[src/rtl/qcpa_pkg.sv]
// ----------------------------------------------------------------------------
// qcpa_pkg: shared types and constants
// Payload structs, lane control struct and the quaternion product tables
// for the conjugate-product accumulator.
// ----------------------------------------------------------------------------
package qcpa_pkg;

  localparam int SAMPLE_W = 16;
  localparam int ACC_W    = 48;
  localparam int PROD_W   = 2 * SAMPLE_W;
  localparam int PSUM_W   = PROD_W + 2;
  localparam int SUM_W    = ((ACC_W > PSUM_W) ? ACC_W : PSUM_W) + 1;
  localparam int LANES    = 4;

  typedef logic signed [SAMPLE_W-1:0] sample_t;
  typedef logic signed [PROD_W-1:0]   prod_t;
  typedef logic signed [PSUM_W-1:0]   psum_t;
  typedef logic signed [ACC_W-1:0]    acc_t;
  typedef sample_t [LANES-1:0]        quat_t;
  typedef acc_t [LANES-1:0]           acc_vec_t;

  // Bit m set means product m of that component enters with a minus sign.
  localparam logic [LANES-1:0] NEG_MASK [LANES] = '{4'b0000, 4'b0110, 4'b1100, 4'b1010};

  typedef struct packed {
    sample_t in_real;
    sample_t in_i;
    sample_t in_j;
    sample_t in_k;
    sample_t grad_real;
    sample_t grad_i;
    sample_t grad_j;
    sample_t grad_k;
    logic    last_term;
  } pair_t;

  typedef struct packed {
    acc_t sum_real;
    acc_t sum_i;
    acc_t sum_j;
    acc_t sum_k;
    logic saturated;
  } result_t;

  typedef struct packed {
    logic prod_en;
    logic sum_en;
    logic acc_en;
    logic clear;
  } lane_ctl_t;

  // Component c of conj(p)*q pairs p[m] with q[m xor c].
  function automatic logic [1:0] q_index(input logic [1:0] c, input logic [1:0] m);
    return c ^ m;
  endfunction

endpackage

[src/rtl/qcpa_merge.sv]
// ----------------------------------------------------------------------------
// qcpa_merge: lane merge and result register
// Collects the four lane sums, keeps the sticky saturation flag and holds
// the finished result until it is taken.
// ----------------------------------------------------------------------------
module qcpa_merge
  import qcpa_pkg::*;
(
  input  logic             clk,
  input  logic             rst,
  input  lane_ctl_t        ctl,
  input  acc_vec_t         lane_sum,
  input  logic [LANES-1:0] lane_clip,
  output result_t          result,
  output logic             result_valid,
  input  logic             result_ready,
  output logic             out_free
);

  logic clip_seen;
  logic emit;

  assign emit     = ctl.acc_en && ctl.clear;
  assign out_free = !result_valid || result_ready;

  always_ff @(posedge clk) begin
    if (rst) begin
      clip_seen    <= 1'b0;
      result_valid <= 1'b0;
    end else begin
      if (ctl.acc_en) begin
        clip_seen <= ctl.clear ? 1'b0 : (clip_seen || (|lane_clip));
      end
      if (emit) begin
        result_valid <= 1'b1;
      end else if (result_ready) begin
        result_valid <= 1'b0;
      end
    end
  end

  always_ff @(posedge clk) begin
    if (emit) begin
      result.sum_real  <= lane_sum[0];
      result.sum_i     <= lane_sum[1];
      result.sum_j     <= lane_sum[2];
      result.sum_k     <= lane_sum[3];
      result.saturated <= clip_seen || (|lane_clip);
    end
  end

endmodule
[config.mk]
export PLATFORM = sky130hd
export DESIGN_NAME = qcpa_merge
export DESIGN_NICKNAME = d
export VERILOG_FILES = /design/src/rtl/qcpa_pkg.sv /design/src/rtl/qcpa_merge.sv
export SDC_FILE = /design/constraint.sdc
export NUM_CORES = 1
export LEC_CHECK = 0
export BUFFER_PORTS_ARGS = -buffer_cell sky130_fd_sc_hd__buf_2
export CORE_AREA = 3 3 151 153
export DETAILED_ROUTE_END_ITERATION = 7
export DIE_AREA = 0 0 154 156
export SYNTH_ARGS = -nofsm -noshare
export SYNTH_HDL_FRONTEND = slang
export SYNTH_SLANG_ARGS = --single-unit
[constraint.sdc]
create_clock -name clk -period 8.9 [get_ports clk]
set_input_delay 1.78 -clock clk [delete_from_list [all_inputs] [get_ports clk]]
set_output_delay 1.78 -clock clk [all_outputs]
set_load 0.01 [all_outputs]
Word-level counts from Yosys, hierarchy flattened
Cells that the tools add are included.
{ "word_totals": {"input_bits": 203, "elab_cells": 16, "reg_bits": 195} }
{ "op_classes": {"muxes": 3, "n_reduce_logical": 6} }
{ "ops": {"columns": ["op", "n"], "rows": [
  ["$reduce_or 4->1", 1],
  ["$mux 1", 3],
  ["$logic_or 1x1->1", 2],
  ["$reduce_bool 2->1", 1],
  ["$logic_and 1x1->1", 1],
  ["$logic_not 1->1", 1]
]} }

Logic depth before layout (Yosys ltp)
{ "depth": {"ltp_word": 3, "mapped_depth": 3, "mapped_depth_nobuf": 3} }

Least setup slack after synthesis
No wires, ideal clock.
{ "synth_timing": {"path_kind": "input to register", "from": "input port ctl[0] (netlist bit)", "to": "register result[0] (netlist bit), enable pin", "cell_stages": 2, "arrival_time_ns": 5.577, "required_time_ns": 8.354, "setup_ns": 0.546, "path_slack_ns": 2.777, "n_path_buf": 0, "cell_sequence": "nand2_1 inv_1"} }
{ "synth_between": {"elab_chain_len": 1} }
{ "synth_rtl": {"columns": ["element", "line", "source"], "rows": [
  ["start: declaration", "qcpa_merge.sv:11", "input lane_ctl_t ctl,"],
  ["$logic_and 1x1->1", "qcpa_merge.sv:23", "assign emit = ctl.acc_en && ctl.clear;"],
  ["via emit", "qcpa_merge.sv:21", "logic emit;"],
  ["end: declaration", "qcpa_merge.sv:14", "output result_t result,"]
]} }
The timed path passes the listed nets, and every way through them passes these cells.
A chain may end at the register's enable or synchronous reset.

Worst setup path after layout
{ "layout_timing": {"from": "input port result_ready", "to": "output port out_free"} }
{ "layout_between": {"elab_chain_len": 1} }
{ "layout_rtl": {"columns": ["element", "line", "source"], "rows": [
  ["start: declaration", "qcpa_merge.sv:16", "input logic result_ready,"],
  ["$logic_or 1x1->1", "qcpa_merge.sv:24", "assign out_free = !result_valid || result_ready;"],
  ["end: declaration", "qcpa_merge.sv:17", "output logic out_free"]
]} }
No other way between the ends.

==> flow_summary_export.csv <==
group,metric,value,unit
status,status,"complete, no violations",
synth,ys_ff_latch,195,
critical_path,rr_endpoint,"clip_seen",
floorplan,io_pins,398,
power_and_ir_drop,p_sw,0.000444,W
final_layout,final_nets,822,
drt,ant_nets,0,
hold_path,whs_path_depth,2,
synth,yosysTopAreaCell,"edfxtp_1",
floorplan,die-area,24000,µm²
timing,tns,0,ns
drt,wl_per_cell,16.7,µm
grt,grt_overflow,0,
final_layout,stdcell_count,912,
synth,synth_top_area_share,0.983,
critical_path,critical_path_required,7.12,ns
timing,clock_skew,0.0000125,ns
synth,ys.flop_type,"edfxtp_1",
synth,synthArstFlopShare,0,
synth,synth_common_cells,"edfxtp_1 (193), dfxtp_1 (2), inv_1 (2), nand2_1 (2)",
critical_path,cp_top_family,"buffers and inverters",
drt,first_pass_iters,4,
clock_tree,clock_sinks,195,
clock_tree,numCtsBuffers,17,
grt,top_usage_layer,"met2",
timing,maxSlewHeadroom,0.393,
grt,antenna_found_initial,4,
clock_tree,htree_levels,4,
timing,timing.final.crit_share,0.444,
critical_path,r2r_start,"clip_seen",
hold_path,min_to,"clip_seen",
clock_tree,clkLatencyLatePin,0.42,ns
power_and_ir_drop,p_int,0.00152,W
grt,grt_pass1_vias,3724,
drt,drtIter0Drc,151,
power_and_ir_drop,p_seq_frac,0.556,
timing,finalHoldViolations,0,
timing,fmax,0.253,GHz
critical_path,slowest_delay,0.15,ns
critical_path,crit_fanout,2,
critical_path,path_cells,"buf_2, nand2b_1, buf_2",
final_layout,area_growth,49.2,%
timing,maxSlewViolCount,0,
grt,use_met3,0.0624,
critical_path,crit_type,"in2out",
clock_tree,cts_resized,0,
critical_path,critPathLaunchType,"input pin",
hold_path,hp-start,"clip_seen",
critical_path,reg2reg_depth,2,
critical_path,path_common_cell,"buf_2",
clock_tree,holdBufCountCts,0,
floorplan,rows,54,
final_layout,final_util,0.406,
synth,synthTopCellsByArea,"edfxtp_1 (98%), dfxtp_1 (0.68%), nor4_4 (0.36%), a211oi_1 (0.13%), inv_1 (0.13%)",
synth,yosysMostFrequentCell,"edfxtp_1",
final_layout,drive_above_1_share,0.676,
clock_tree,clockBufferDepth,2,
synth,synth_edf_count,193,
clock_tree,cts_setup_buffers,0,
power_and_ir_drop,ir_drop,108,µV
power_and_ir_drop,combPwrFrac,0.079,
clock_tree,cts-root-buf,"clkbuf_16",
power_and_ir_drop,clockPowerShare,0.364,
grt,grt_usage,0.121,
critical_path,rrSetupSlack,8.21,ns
power_and_ir_drop,switching_share,0.226,
power_and_ir_drop,p_leak,3.68,nW
critical_path,arrival,2.17,ns
timing,rsz0062_at_grt,"false",
grt,grt_pass1_wl,21600,µm
critical_path,crit_slowest_cell,"nand2b_1",
timing,setup_viol,0,
synth,syn-num-nets,407,
clock_tree,clkTransAtPathRegs,0.08,ns
placement,routabilityCongestion,0.745,
grt,met2_usage,0.204,
placement,hpwlAfterDp,11800,µm
critical_path,end_kind,"output port",
drt,viasPerCell,3.90,
drt,via_count,3553,
final_layout,n_antenna_cell,0,
critical_path,path_buf_inv,2,
floorplan,coreArea,21700,µm²
floorplan,die_w,154,µm
synth,yosysWarnings,0,
timing,worst_pin_slew,0.910,ns
placement,port-buffer-count,395,
drt,wl,15200,µm
synth,syn_avg_cell_area,28.9,µm²
synth,synth.distinct_cells,9,
hold_path,hold_class,"reg2reg",
placement,place_inst,880,
timing,post-route-min-period,3.95,ns
synth,synth-seq-area-share,0.989,
grt,grt_use_met1,0.134,
power_and_ir_drop,p_per_area,223,nW/µm²
clock_tree,cts_tree,"built",
drt,drc,0,
floorplan,start_util,0.272,
job,cap_violations,0,
floorplan,die_h,156,µm
critical_path,cp.depth,3,
synth,synthCells,204,
grt,grt_start_max_net_pins,122,
synth,synth_area,5900,µm²
## cell type report
class / instances / area (µm²)
flip-flops and latches: 195 / 5840
clock inverters: 12 / 120
well taps: 280 / 350
repair buffers: 396 / 1980
inverters: 2 / 15.0
multi-input cells: 7 / 55.1
fillers: 2049 / 12900
clock buffers: 20 / 437
## worst max-delay path by stage
stage,from,end,slack [ns]
2_1_floorplan,ctl[0],result[0],2.78
3_3_place_gp,ctl[0],result[101],4.93
3_5_place_dp,ctl[0],result[189],4.90
4_1_cts,result_ready,out_free,4.94
5_1_grt,result_ready,out_free,4.92
6_report,result_ready,out_free,4.95
## metal layers
metal  wire length [µm]  part of all wire  up-vias
met1               5400              0.35     1639
met2               7810              0.51      223
met3               1740              0.11       21
met4                215             0.014        8
met5                 49            0.0032        -
li1                   -                 -     1662
## flip-flops by register name (all words and copies together), names as in the netlist
| name | count |
|---|---|
| result | 193 |
| clip_seen | 1 |
| result_valid | 1 |
## worst min-delay path, stage by stage (launching register included)
cell	delay, ns
dfxtp_1	0.32
inv_1	0.06
a211oi_1	0.06
## power by group through the flow
stage	logic, W	registers (W)	clock network [W]
after floorplan	0.0000134	0.00115	0
after global placement	0.000158	0.00111	0
after detailed placement	0.000160	0.00111	0
after CTS	0.000160	0.00109	0.000748
after global routing	0.000169	0.00110	0.000791
final	0.000155	0.00109	0.000715
## cell usage in the layout (no fill, tap or decap), drive strengths merged
| master | count |
|---|---|
| buf | 396 |
| a21oi | 1 |
| nand2 | 2 |
| clkinv | 7 |
| nor4 | 1 |
| edfxtp | 193 |
| a211oi | 1 |
| o21bai | 1 |
| dfxtp | 2 |
| inv | 7 |
| nand2b | 1 |
| clkbuf | 20 |
## kinds of logic (layout without fill, tap and decap cells)
logic type             count (synthesis)  in the layout  share of synthesized area
AOI/OAI and AO/OA                      3              3                    0.00339
buffers and inverters                  2            430                    0.00127
DFF                                  195            195                      0.989
and+or+nand+nor                        4              4                    0.00594
## stage by stage
stage	worst slack, ns	area, µm²	power (W)	hold WS [ns]
5_1_grt	4.92	8800	0.00206	0.505
3_5_place_dp	4.90	8240	0.00127	0.474
6_report	4.95	8800	0.00196	0.485
4_1_cts	4.94	8800	0.00200	0.487
3_3_place_gp	4.93	8240	0.00127	0.467
2_1_floorplan	2.78	5900	0.00117	0.449
Power figures use the tool's default switching activity.
