`config.mk`:
```
export PLATFORM = sky130hd
export DESIGN_NAME = qcpa_lane
export DESIGN_NICKNAME = d
export VERILOG_FILES = /design/src/rtl/qcpa_pkg.sv /design/src/rtl/qcpa_lane.sv
export SDC_FILE = /design/constraint.sdc
export NUM_CORES = 2
export LEC_CHECK = 0
export BUFFER_PORTS_ARGS = -buffer_cell sky130_fd_sc_hd__buf_4
export CAP_MARGIN = 25
export CORE_UTILIZATION = 35
export CTS_CLUSTER_SIZE = 10
export DETAILED_ROUTE_END_ITERATION = 7
export GPL_TIMING_DRIVEN = 0
export PLACE_DENSITY = 0.49
export SLEW_MARGIN = 30
export SYNTH_ARGS = -nofsm -noshare
export SYNTH_HDL_FRONTEND = slang
export SYNTH_SLANG_ARGS = --single-unit
export TNS_END_PERCENT = 5
```
`constraint.sdc`:
```
create_clock -name clk -period 9.37 [get_ports clk]
set_input_delay 1.4055 -clock clk [delete_from_list [all_inputs] [get_ports clk]]
set_output_delay 1.4055 -clock clk [all_outputs]
set_load 0.01 [all_outputs]
```
`src/rtl/qcpa_pkg.sv`:
```
// ----------------------------------------------------------------------------
// qcpa_pkg: shared types and constants
// Payload structs, lane control struct and the quaternion product tables
// for the conjugate-product accumulator.
// ----------------------------------------------------------------------------
package qcpa_pkg;

  localparam int SAMPLE_W = 16;
  localparam int ACC_W    = 48;
  localparam int PROD_W   = 2 * SAMPLE_W;
  localparam int PSUM_W   = PROD_W + 2;
  localparam int SUM_W    = ((ACC_W > PSUM_W) ? ACC_W : PSUM_W) + 1;
  localparam int LANES    = 4;

  typedef logic signed [SAMPLE_W-1:0] sample_t;
  typedef logic signed [PROD_W-1:0]   prod_t;
  typedef logic signed [PSUM_W-1:0]   psum_t;
  typedef logic signed [ACC_W-1:0]    acc_t;
  typedef sample_t [LANES-1:0]        quat_t;
  typedef acc_t [LANES-1:0]           acc_vec_t;

  // Bit m set means product m of that component enters with a minus sign.
  localparam logic [LANES-1:0] NEG_MASK [LANES] = '{4'b0000, 4'b0110, 4'b1100, 4'b1010};

  typedef struct packed {
    sample_t in_real;
    sample_t in_i;
    sample_t in_j;
    sample_t in_k;
    sample_t grad_real;
    sample_t grad_i;
    sample_t grad_j;
    sample_t grad_k;
    logic    last_term;
  } pair_t;

  typedef struct packed {
    acc_t sum_real;
    acc_t sum_i;
    acc_t sum_j;
    acc_t sum_k;
    logic saturated;
  } result_t;

  typedef struct packed {
    logic prod_en;
    logic sum_en;
    logic acc_en;
    logic clear;
  } lane_ctl_t;

  // Component c of conj(p)*q pairs p[m] with q[m xor c].
  function automatic logic [1:0] q_index(input logic [1:0] c, input logic [1:0] m);
    return c ^ m;
  endfunction

endpackage

```
`src/rtl/qcpa_lane.sv`:
```
// ----------------------------------------------------------------------------
// qcpa_lane: one quaternion component
// Four multipliers, a signed four-term sum and a saturating accumulator
// for one component of the conjugate product.
// ----------------------------------------------------------------------------
module qcpa_lane
  import qcpa_pkg::*;
#(
  parameter int LANE = 0
) (
  input  logic      clk,
  input  logic      rst,
  input  lane_ctl_t ctl,
  input  quat_t     p,
  input  quat_t     q,
  output acc_t      acc_next,
  output logic      clip
);

  localparam logic [1:0]       LANE_ID = LANE[1:0];
  localparam logic [LANES-1:0] NEG     = NEG_MASK[LANE];

  prod_t             prod [LANES];
  psum_t             psum;
  psum_t             psum_next;
  acc_t              acc;
  logic signed [SUM_W-1:0] total;

  always_ff @(posedge clk) begin
    if (ctl.prod_en) begin
      for (int m = 0; m < LANES; m++) begin
        prod[m] <= $signed(p[m]) * $signed(q[q_index(LANE_ID, 2'(m))]);
      end
    end
    if (ctl.sum_en) begin
      psum <= psum_next;
    end
  end

  always_comb begin
    psum_next = '0;
    for (int m = 0; m < LANES; m++) begin
      if (NEG[m]) begin
        psum_next = psum_next - PSUM_W'(prod[m]);
      end else begin
        psum_next = psum_next + PSUM_W'(prod[m]);
      end
    end
  end

  always_comb begin
    total = SUM_W'(acc) + SUM_W'(psum);
    clip  = (total[SUM_W-1:ACC_W-1] != '0) && (total[SUM_W-1:ACC_W-1] != '1);
    if (!clip) begin
      acc_next = total[ACC_W-1:0];
    end else if (total[SUM_W-1]) begin
      acc_next = {1'b1, {(ACC_W-1){1'b0}}};
    end else begin
      acc_next = {1'b0, {(ACC_W-1){1'b1}}};
    end
  end

  always_ff @(posedge clk) begin
    if (rst) begin
      acc <= '0;
    end else if (ctl.acc_en) begin
      acc <= ctl.clear ? '0 : acc_next;
    end
  end

endmodule

```
-- Word-level counts from Yosys, hierarchy flattened
Memory sizes are Yosys's and may differ from the RTL's.
Index checks and enable logic that the tools add are counted.
- bits in writable memories: 128
- latch bits: 0
- output and inout bits: 49
- flip-flop bits (word level): 82
- memories kept: 1
- logic and storage cells: 19
- input bits: 134
- memory bits (read-only): 0
- memory list (name ; depth ; bits a word ; rd ports ; clocked after Yosys merged registers in ; write ports ; line ; source):
    prod ; 4 ; 32 ; 4 ; 0 ; 4 ; qcpa_lane.sv:23 ; prod_t prod [LANES];
- add/sub/neg operators: 4
- $mul: 4
- bitwise operators: 0
- eq/ne operators: 1
- multiplexer cells: 5
- divide/modulo/power cells: 0
- shift operators: 0
- reductions and logical operators: 2
- $lt $le $gt $ge: 0
- operator list (kind ; count):
    $mux W48 ; 3
    $mul A16 B16 Y32 ; 4
    $add A48 B34 Y49 ; 1
    $add A33 B32 Y34 ; 1
    $add A34 B32 Y34 ; 1
    $add A32 B32 Y33 ; 1
    $mux W1 ; 2
    $ne A2 B2 Y1 const B ; 1
    $reduce_bool A2 Y1 ; 1
    $logic_and A1 B1 Y1 ; 1

-- Longest topological paths before layout
- depth in word-level cells: 5
- depth in mapped cells: 25
- mapped depth without buffers: 24

-- Worst setup path after synthesis
No wires, ideal clock.
- path type: input to register
- start point: input port q[17] in the netlist's numbering
- end point: memory prod[1][31] in the netlist's numbering, data pin
- slack: 1793 ps
- path buffers: 1
- required time: 9110 ps
- cell stages on the path: 23
- library setup time: 260 ps
- arrival: 7317 ps
- cell sequence: clkbuf_1 > nand2_1 > inv_1 > fa_1 > fa_1 > fa_1 > fa_1 > fa_1 > inv_1 > fa_1 > inv_1 > ha_1 > and4_1 > and2_1 > a221oi_1 > o31ai_1 > a21boi_2 > o2111a_1 > nor3_1 > and4_4 > a2111oi_4 > a21oi_1 > xnor2_1
- RTL lines (element ; line ; source):
    start: declaration ; qcpa_lane.sv:15 ; input quat_t q,
    end: declaration ; qcpa_lane.sv:23 ;

==> impl_metrics.json <==
{
  "yosysSeqAreaShare_pct": 11.4,
  "start_kind": "primary input",
  "syn_nets": 6928,
  "clk_latency_ps": 570,
  "die-area_sq_mm": 0.148,
  "min_from": "acc[41]",
  "reg2reg_from": "psum[1]",
  "crit_path_end_kind": "flop",
  "crit_required_ps": 9670,
  "via_per_inst": 4.83,
  "worstPathArrival_ps": 8660,
  "io_buffers": 182,
  "cts_setup_buffers": 0,
  "maxCapViolCount": 0,
  "slowest_delay_ps": 800,
  "rsz0062_at_grt": "no",
  "hold_viol": 0,
  "drc": 0,
  "grt_use_total_pct": 19.8,
  "area_growth_pct": 8.86,
  "max_freq_mhz": 120,
  "core_area_sq_mm": 0.144,
  "syn_inst": 5269,
  "antenna_left": 0,
  "yosys.area.top_type": "fa_1",
  "drtPass1Iterations": 8,
  "yosys_warnings": 0,
  "cts_buffers": 26,
  "path_delay_family": "adder cells",
  "crit_type": "in -> reg",
  "wire_per_inst_um": 19.0,
  "fin_nets": 7139,
  "holdCritPathClass": "reg -> reg",
  "drt_iter0_drc": 1900,
  "maxSlewViolCount": 0,
  "path_buf_inv": 5,
  "drive_above_1_share_pct": 4.61,
  "dp_hpwl_um": 123000,
  "grt_pass1_vias": 38800,
  "ys_seq_elements": 210,
  "post-route-period-util_pct": 89.2,
  "ys_async_sr_fraction_pct": 0,
  "synth_cell_types": 78,
  "grt.overflow.total": 0,
  "antenna_found_initial": 3,
  "cts_sinks": 210,
  "grt_max_degree": 73,
  "synthesis.area_sq_mm": 0.0511,
  "start_util_pct": 35.4,
  "crit_chain": "buf_4 > clkbuf_1 > nand2_1 > fa_1 > fa_1 > fa_1 > inv_1 > fa_1 > fa_1 > inv_1 > fa_1 > inv_1 > ha_1 > nand4_1 > o311ai_0 > a41oi_1 > a311oi_1 > a41oi_1 > a21oi_1 > a21o_1 > a21oi_1 > xnor2_1",
  "slowest_stage": "o311ai_0",
  "vias": 35700,
  "root_buffer": "clkbuf_16",
  "ctsResizeCount": 0,
  "yosys.cell_count.top_type": "inv_1",
  "dominantRegCellSynth": "edfxtp_1",
  "cpMostUsedCell": "fa_1",
  "setup_violations": 0,
  "rows": 139,
  "ios": 183,
  "n_fill_cell": 14700,
  "critPathMaxFanout": 10,
  "status": "finished, final reports clean",
  "worstMarginPinSlew_ps": 906,
  "crit_start": "p[25]",
  "synth_top_area_share_pct": 43.7,
  "skew_ps": 48.0,
  "die_h_um": 384,
  "htree_levels": 1,
  "cts_tree": "built",
  "avgSynthCellArea_sq_um": 9.70,
  "relSlewSlack_pct": 38.9,
  "synthTopCellsByCount": "1162 x inv_1, 1114 x fa_1, 551 x nand2_1",
  "gp_congestion": 0.870,
  "clockBufferDepth": 3,
  "finalCriticalPeriod_ps": 8360,
  "die_x_um": 384,
  "grt_pass1_wl_um": 224000,
  "path_clk_slew_ps": 60,
  "synth_edf_count": 162,
  "postCtsHoldBufs": 0,
  "final.setup.tns_ps": 0,
  "routed_wl_um": 141000,
  "synthTopCellsByArea": "fa_1 44%, ha_1 10%, edfxtp_1 9.5%, inv_1 8.5%, and2_1 6.2%"
}
-- state kept, by name, indices dropped and copies added, names as in the netlist --
signal and flops:
prod 128, acc 48, psum 34
-- through the flow --
step	cell area [sq um]	util (%)	std cells	setup WS [ps]	hold WS (ps)
3_5_place_dp	54900	38.1	7355	420	467
2_1_floorplan	51100	-	5269	1790	443
4_1_cts	55600	38.6	7397	948	482
6_report	55600	38.6	7398	1010	478
3_3_place_gp	54800	38.0	7354	386	461
5_1_grt	55600	38.6	7397	595	497
-- worst paths after layout --
kind              slack, ps           to  cells past startpoint
setup / recovery       1010  prod[1][30]                     22
setup reg to reg       3780      acc[45]                     20
hold reg to reg         480      acc[41]                      2
hold / removal          480      acc[41]                      2
-- layout make-up --
class                      instances  area, sq um  share of cell area [%]
clock inverter                     6         45.0                  0.0810
sequential                       210         5830                    10.5
antenna                            1         2.50                 0.00450
clock buffer                      36          698                    1.26
inverter                        1163         4370                    7.85
tap                             1903         2380                    4.28
buffer                           173          663                    1.19
timing repair buffer             183         1400                    2.52
multi-input combinational       3723        40200                    72.3
-- layout by cell type (no fill, tap or decap), types with 26 or more instances in the layout --
cell type / instances
a21o_1: 103
dfxtp_1: 48
xnor2_1: 154
inv_1: 1162
a21oi_1: 158
xor2_1: 62
and2_1: 505
fa_1: 1114
o21ai_0: 112
clkbuf_16: 26
nand2b_1: 37
nand2_1: 551
o211ai_1: 26
clkbuf_1: 172
edfxtp_1: 162
ha_1: 411
o21bai_1: 26
nor2_1: 148
buf_4: 183
a22o_1: 28
nand3_1: 32
-- cell families (layout without fill, tap and decap cells) --
kind of cell,Yosys count,count (layout),share of synthesized area (%)
and+or+nand+nor,1383,1383,13.4
buffers and inverters,1336,1561,9.84
other,0,1,0
xor gates and xnor gates,216,216,3.70
DFF,210,210,11.4
adders and majority gates,1525,1525,53.7
muxes,2,2,0.0392
AOI/OAI and AO/OA,597,597,7.87
-- routing by layer --
layer	vias to the layer above	share of wire, %	track usage (%)
met1	18300	45	27.0
met5	-	0	0
met4	0	2.9	5.17
met3	173	4.1	2.18
li1	16500	-	-
met2	723	48	33.3
-- worst register-to-register path, delay by kind of cell, from the launching register on --
kind                     cells  cell delay (ps)
AO/OA/AOI/OAI               11             2810
XOR/XNOR                     1              170
adder cells (fa/ha/maj)      2              650
buffers and inverters        3              640
flip-flops                   1              430
AND/OR/NAND/NOR              3              810
Power is left out: the tool's default activity adds up to more than one toggle a clock period on the data nets, which glitch-free logic cannot reach.
